==> src/design/assert_macros.svh <==
// Assertion macros for the RTL file that carries checks.
// Depends on nothing; included by the top level.
`ifndef ASSERT_MACROS_SVH
`define ASSERT_MACROS_SVH

// Same-cycle implication, disabled during reset.
`define ASSERT_IMPLY(lbl, clk, rst, a, c) \
  lbl: assert property (@(posedge clk) disable iff (rst) (a) |-> (c)) \
    else $error("assertion failed");

// Implication after a fixed number of cycles, disabled during reset.
`define ASSERT_DELAY(lbl, clk, rst, a, n, c) \
  lbl: assert property (@(posedge clk) disable iff (rst) (a) |-> ##n (c)) \
    else $error("assertion failed");

`endif

==> src/design/tag_pkg.sv <==
// Shared widths, sideband type and latency of the gradient setup pipeline.
// Depends on nothing.
package tag_pkg;
  localparam int COORD_W    = 16;
  localparam int DIFF_W     = COORD_W + 1;
  localparam int PROD_W     = 2 * DIFF_W;
  localparam int NUM_W      = PROD_W + 2;
  localparam int MAG_W      = NUM_W - 1;
  localparam int FRAC_SHIFT = 12;
  localparam int DVS_W      = MAG_W + 1;
  localparam int DVD_W      = MAG_W + FRAC_SHIFT + 2;
  localparam int STEP_W     = 32;
  localparam int FRONT_LAT  = 4;
  localparam int LATENCY    = FRONT_LAT + DVD_W + 1;

  // Control that travels alongside each triangle.
  typedef struct packed {
    logic valid;
    logic neg_x;
    logic neg_y;
    logic degen;
  } tag_side_t;
endpackage

==> src/design/tag_post.sv <==
// Output stage: sign, saturation to 32 bits and the zero-area override.
// Depends on tag_pkg.
module tag_post import tag_pkg::*; (
  input  logic                     clk,
  input  logic                     rst,
  input  tag_side_t                side,
  input  logic        [DVD_W-1:0]  quo_x,
  input  logic        [DVD_W-1:0]  quo_y,
  output logic                     done,
  output logic signed [STEP_W-1:0] step_x,
  output logic signed [STEP_W-1:0] step_y,
  output logic                     degen
);
  localparam logic [DVD_W-1:0] POS_MAX = DVD_W'({1'b0, {(STEP_W - 1){1'b1}}});
  localparam logic [DVD_W-1:0] NEG_MAX = DVD_W'({1'b1, {(STEP_W - 1){1'b0}}});

  function automatic logic [STEP_W-1:0] saturate(logic [DVD_W-1:0] q, logic neg);
    logic [DVD_W-1:0] m;
    begin
      if (neg) begin
        m = (q > NEG_MAX) ? NEG_MAX : q;
        saturate = STEP_W'(-m);
      end else begin
        m = (q > POS_MAX) ? POS_MAX : q;
        saturate = STEP_W'(m);
      end
    end
  endfunction

  always_ff @(posedge clk) begin
    if (rst) begin
      done <= 1'b0;
    end else begin
      done <= side.valid;
    end
    degen  <= side.degen;
    step_x <= side.degen ? '0 : saturate(quo_x, side.neg_x);
    step_y <= side.degen ? '0 : saturate(quo_y, side.neg_y);
  end
endmodule

==> config.mk <==
export PLATFORM = sky130hd
export DESIGN_NAME = tag_post
export DESIGN_NICKNAME = d
export VERILOG_FILES = /design/src/design/assert_macros.svh /design/src/design/tag_pkg.sv /design/src/design/tag_post.sv
export SDC_FILE = /design/constraint.sdc
export NUM_CORES = 1
export LEC_CHECK = 0
export ABC_AREA = 1
export ABC_CLOCK_PERIOD_IN_PS = 2800
export BUFFER_PORTS_ARGS = -buffer_cell sky130_fd_sc_hd__buf_2
export CORE_MARGIN = 4
export CORE_UTILIZATION = 47
export DETAILED_ROUTE_END_ITERATION = 16
export MAX_ROUTING_LAYER = met4
export PLACE_DENSITY = 0.9
export SLEW_MARGIN = 0
export SYNTH_ARGS = -nofsm -noshare
export SYNTH_HDL_FRONTEND = slang
export SYNTH_SLANG_ARGS = --single-unit
==> constraint.sdc <==
create_clock -name clk -period 2.8 [get_ports clk]
set_input_delay 0.56 -clock clk [delete_from_list [all_inputs] [get_ports clk]]
set_output_delay 0.56 -clock clk [all_outputs]
set_load 0.02 [all_outputs]
==> impl_metrics.tcl, run 1 <==
set metrics [dict create \
    path_delay_family "simple AND/OR/NAND/NOR gates" \
    diodes 0 \
    maxCapViolCount 0 \
    ant_nets 0 \
    setup_viol 0 \
    netlist_area_mm2 0.00528 \
    via_count 6371 \
    coreArea_mm2 0.0109 \
    gp_congestion 1.02 \
    max_freq_mhz 419 \
    die_x_um 114 \
    die_height_um 114 \
    hold_viol_final 0 \
    ios 170 \
    port_buffers 169 \
    worstPathArrival_ps 2600 \
    crit_path_end_kind "register" \
    grt_max_degree 50 \
    cts-htree-levels 3 \
    synth-seq-cells 66 \
    cts.path.max_buffers 2 \
    crit_chain "buf_2, nor2_1, nand2_1, nor2_1, nand2_1, nor2_1, nand2_1, nand2_4, buf_12, o21ai_1, nand2_1, nor2_1, xor2_1, o21ai_0, inv_1" \
    slew_violations 0 \
    viasPerCell 5.59 \
    initial_utilization_pct 48.3 \
    synth_largest_area_cell "dfxtp_1" \
    overflow 0 \
    multi_input_area_mm2 0.00323 \
    postCtsHoldBufs 0 \
    cts.sinks 66 \
    p_leak_nw 3.53 \
    yosysUniqueCellTypes 45 \
    ir_drop_v 0.000405 \
    min_from "rst" \
    worstPathRequired_ps 3020 \
    synthFlopType "dfxtp_1" \
    yosysMostFrequentCell "nand2_1" \
    synth_top_area_share_pct 25.0 \
    postSynthCellCount 857 \
    slew_headroom_pct 47.7 \
    drc 0 \
    cp_max_fo 19 \
    fin_nets 1100 \
    root_buffer "clkbuf_16" \
    numCtsBuffers 9 \
    wirelength_um 17500 \
    drt-pass1-iter-count 5 \
    ctsResizeCount 0 \
    cp-start-kind "input port" \
    antenna_found_initial 0 \
    fin_crit_ps 2390 \
    grt_pass1_wl_um 28200 \
    path_class "in2reg" \
    utilization_pct 59.0 \
    rows 38 \
    startpoint "quo_y[4]" \
    cp_num_buf_inv 3 \
    syn_avg_cell_area_um2 6.16 \
    areaGrowthSynthToFinish_pct 22.2 \
    status "finished, final reports clean" \
    hpwlAfterDp_um 13000 \
    synthTopCellsByArea "dfxtp_1, nand2_1, nor2_1" \
    ys_seq_area_share_pct 25.0 \
    powerDensity_mw_per_mm2 439 \
    fill_cells 1042 \
    dr.first_iter.drc_count 786 \
    post_drt_wl_per_cell_um 15.4 \
    synth-async-reset-ratio_pct 0 \
    hold_slack_ps 366 \
    tns_ps 0 \
    drive_gt1_share_pct 23.7 \
    worst_slew_pin_slew_ps 775 \
    clk_pin_slew_ps 60 \
    grt_use_total_pct 27.6 \
    cts_setup_buffers 0 \
    slowest_stage "nor2_1" \
    fin_crit_sh_pct 85.2 \
    synth_edf_count 0 \
    grt_pass1_vias 5742 \
    synth_common_cells "nand2_1, nor2_1, inv_1" \
    register_area_mm2 0.00132 \
    yosysWarnings 0 \
    rsz0062_at_grt "false" \
    max_stage_delay_ps 360 \
    tritoncts "done" \
    dieArea_mm2 0.0130 \
    synth_nets 963 \
    hp-class "in2reg" \
]
cell usage in the layout (no fill, tap or decap), types with 2 or more instances in the layout:
master and instances:
a21oi_1 52, a31oi_1 3, buf_12 2, buf_2 169, buf_4 14, bufinv_16 4, clkbuf_16 9, clkinv_1 2
dfxtp_1 66, ha_1 2, inv_1 94, inv_2 3, nand2_1 213, nand2_2 4, nand2_4 2, nand3_1 50
nand4_1 11, nor2_1 118, nor2_2 13, nor2_4 3, nor3_1 5, o21ai_0 55, o21ai_1 10, o21ai_2 2
o221a_2 2, o221ai_1 4, o22ai_1 3, o41ai_1 46, o41ai_2 5, xnor2_1 7, xor2_1 11
registers in the layout, indices dropped and copies added, names as in the netlist:
name	cells
done	1
step_y	32
degen	1
step_x	32
routing by layer:
layer  vias up  global-route usage, %  share of wire, %
li1       3124                      -                 -
met1      2853                   35.3                41
met2       350                   43.2                46
met3        44                   7.11                11
met4         0                   7.68               2.3
met5         -                      -                 0
cell type report:
class | instances | area share [%]
well taps | 140 | 2.71
flip-flops and latches | 66 | 20.5
clock inverters | 7 | 2.19
multi-input cells | 633 | 50.0
repair buffers | 185 | 15.4
inverters | 99 | 5.76
clock buffers | 9 | 3.49
through the flow:
stage               total power, W  cells  area, µm²  worst slack [ps]
global route               0.00293   1139       6450               218
finish                     0.00283   1139       6450               414
floorplan                  0.00125    857       5280              81.7
detailed placement         0.00145   1123       6090               176
global placement           0.00144   1123       6090               190
CTS                        0.00284   1139       6450               522
power by group:
group          leakage (nW)  internal, W  total [W]  switching, W
logic                  2.81     0.000136   0.000429      0.000293
clock network         0.176     0.000959    0.00140      0.000439
registers             0.550     0.000990    0.00100     0.0000137
total                  3.53      0.00209    0.00283      0.000745
logic make-up after synthesis:
kind of cell	after synthesis	synth area share, %
buf+inv	158	13.8
compound gates	190	24.0
fa+ha+maj	2	0.474
flops	66	25.0
xor+xnor	18	2.99
simple gates	423	33.7
path summary, 6_finish.rpt:
check / cells past startpoint / slack, ps / to
setup / recovery: 15 / 410 / step_y[12]
hold / removal: 2 / 370 / done
Power figures use the tool's default switching activity.
==> inputs of run 2 (changes only) <==
--- a/config.mk
+++ b/config.mk
@@ -8,6 +8,7 @@
 export ABC_AREA = 1
 export ABC_CLOCK_PERIOD_IN_PS = 2800
 export BUFFER_PORTS_ARGS = -buffer_cell sky130_fd_sc_hd__buf_2
+export CORE_ASPECT_RATIO = 1.5
 export CORE_MARGIN = 4
 export CORE_UTILIZATION = 47
 export DETAILED_ROUTE_END_ITERATION = 16
==> run 2 against run 1 <==
  * Sequential share of layout area decreased by 0.31 points
  * Critical endpoint is now step_x[26]
  * Largest cell class unchanged
  * Worst hold slack better by 10 ps
  * Global-route usage increased by 2.4 points
  * Maximum frequency grew 2.7%
  * Non-clock buffer count grew 22
  * Combinational power rose by 6.5%
  * Cell area rose by 1.6%
  * Worst setup slack improved by 64 ps
  * Highest routed layer unchanged
==> impl_metrics.tcl, run 2 (synthesis gave the netlist of run 1 again) <==
set metrics [dict create \
    status "finished, final reports clean" \
    hp-class "in2reg" \
    drive_gt1_share_pct 25.2 \
    diodes 0 \
    postPlaceCellArea_mm2 0.00625 \
    maxCapViolCount 0 \
    port_buffers 169 \
    critPathCapture "step_x[26]" \
    grt_max_degree 50 \
    fin_crit_ps 2320 \
    rsz0062_at_grt "false" \
    post_drt_wl_per_cell_um 16.3 \
    cts_setup_buffers 0 \
    utilization_pct 59.6 \
    tritoncts "done" \
    drc 0 \
    rows 47 \
    numCtsBuffers 9 \
    ctsResizeCount 0 \
    wirelength_um 19100 \
    startpoint "quo_x[7]" \
    grt_pass1_vias 6124 \
    reg_top3 "step_x: 32 flops, step_y: 32 flops" \
    layout_commonest_cell "nand2_1" \
    grt_pass1_wl_um 29500 \
    dieArea_mm2 0.0130 \
    ant_nets 0 \
    cts.sinks 66 \
    setup_viol 0 \
    slew_violations 0 \
    dr.first_iter.drc_count 294 \
    viasPerCell 5.58 \
    hold_slack_ps 376 \
    root_buffer "clkbuf_16" \
    cts.path.max_buffers 2 \
    p_leak_nw 3.61 \
    final_cell_area_mm2 0.00655 \
    worstPathArrival_ps 2550 \
    antenna_found_initial 0 \
    clk_pin_slew_ps 50 \
    hold_viol_final 0 \
    postCtsHoldBufs 0 \
    max_freq_mhz 431 \
    powerDensity_mw_per_mm2 404 \
    overflow 0 \
    fill_cells 1057 \
    drt-pass1-iter-count 5 \
    gp_congestion 0.988 \
    slew_headroom_pct 43.0 \
    die_height_um 138 \
    worstPathRequired_ps 3030 \
    coreArea_mm2 0.0110 \
    ios 170 \
    areaGrowthSynthToFinish_pct 24.1 \
    cp-start-kind "input port" \
    fin_crit_sh_pct 83.0 \
    grt_use_total_pct 30.0 \
    initial_utilization_pct 48.0 \
    ir_drop_v 0.000278 \
    hpwlAfterDp_um 14800 \
    path_class "in2reg" \
    fin_nets 1122 \
    worst_slew_pin_slew_ps 843 \
    die_x_um 94.5 \
    crit_path_end_kind "register" \
    via_count 6512 \
    final_cell_mix "nand2_1, buf_2, nor2_1" \
    cp_max_fo 10 \
    cts-htree-levels 3 \
    tns_ps 0 \
]
## run 2: changes by cell type in the layout (fill, tap and decap cells not counted), sizes merged
cell | before | now
clkinvlp | 1 | 0
clkbuf | 9 | 13
buf | 185 | 207
clkinv | 4 | 3
bufinv | 4 | 1
## run 2: worst min-delay path by stage
stage / startpoint / end / cells after the start
after floorplan: side[0] / degen / 0
after global placement: rst / done / 2
after detailed placement: rst / done / 2
after CTS: rst / done / 2
after global routing: rst / done / 2
final: rst / done / 2
## run 2: through the flow
step / total power (W) / setup slack [ps] / std cells
2_1_floorplan: 0.00125 / 81.7 / 857
3_3_place_gp: 0.00147 / 181 / 1152
3_5_place_dp: 0.00147 / 183 / 1152
4_1_cts: 0.00266 / 520 / 1167
5_1_grt: 0.00274 / 250 / 1167
6_report: 0.00264 / 477 / 1167
## run 2: power breakdown
part           switching (W)  internal (W)
Sequential         0.0000133      0.000990
Clock               0.000428      0.000756
Combinational       0.000303      0.000155
## run 2: final cells by class
type                            instances  area [µm²]  share of cell area [%]
Sequential cell                        66        1320                    20.2
Multi-Input combinational cell        633        3230                    49.3
Timing Repair Buffer                  207        1140                    17.4
Clock inverter                          2        35.0                   0.535
Inverter                               99         372                    5.67
Tap cell                              147         184                    2.81
Clock buffer                           13         270                    4.12
## run 2: worst max-delay path: stages
cell     delay, ps
buf_2          210
nor2_1          70
nand2_1         70
nor2_1          40
nand2_1        100
nor2_1          60
nand2_1         60
nand2_2        110
buf_4          200
o21ai_0        100
nand2_1        150
nor2_2         300
nand2_1        150
inv_1           90
nand2_1         50
nand2_1         50
nand3_1         60
nand2_1         70
inv_1           40
## run 2: routing by layer
metal / wire length, µm / track usage, % / vias up
met1: 6310 / 28.0 / 2912
met5: 0 / - / -
li1: - / - / 3152
met3: 1420 / 4.64 / 103
met2: 10100 / 54.5 / 345
met4: 1230 / 22.1 / 0
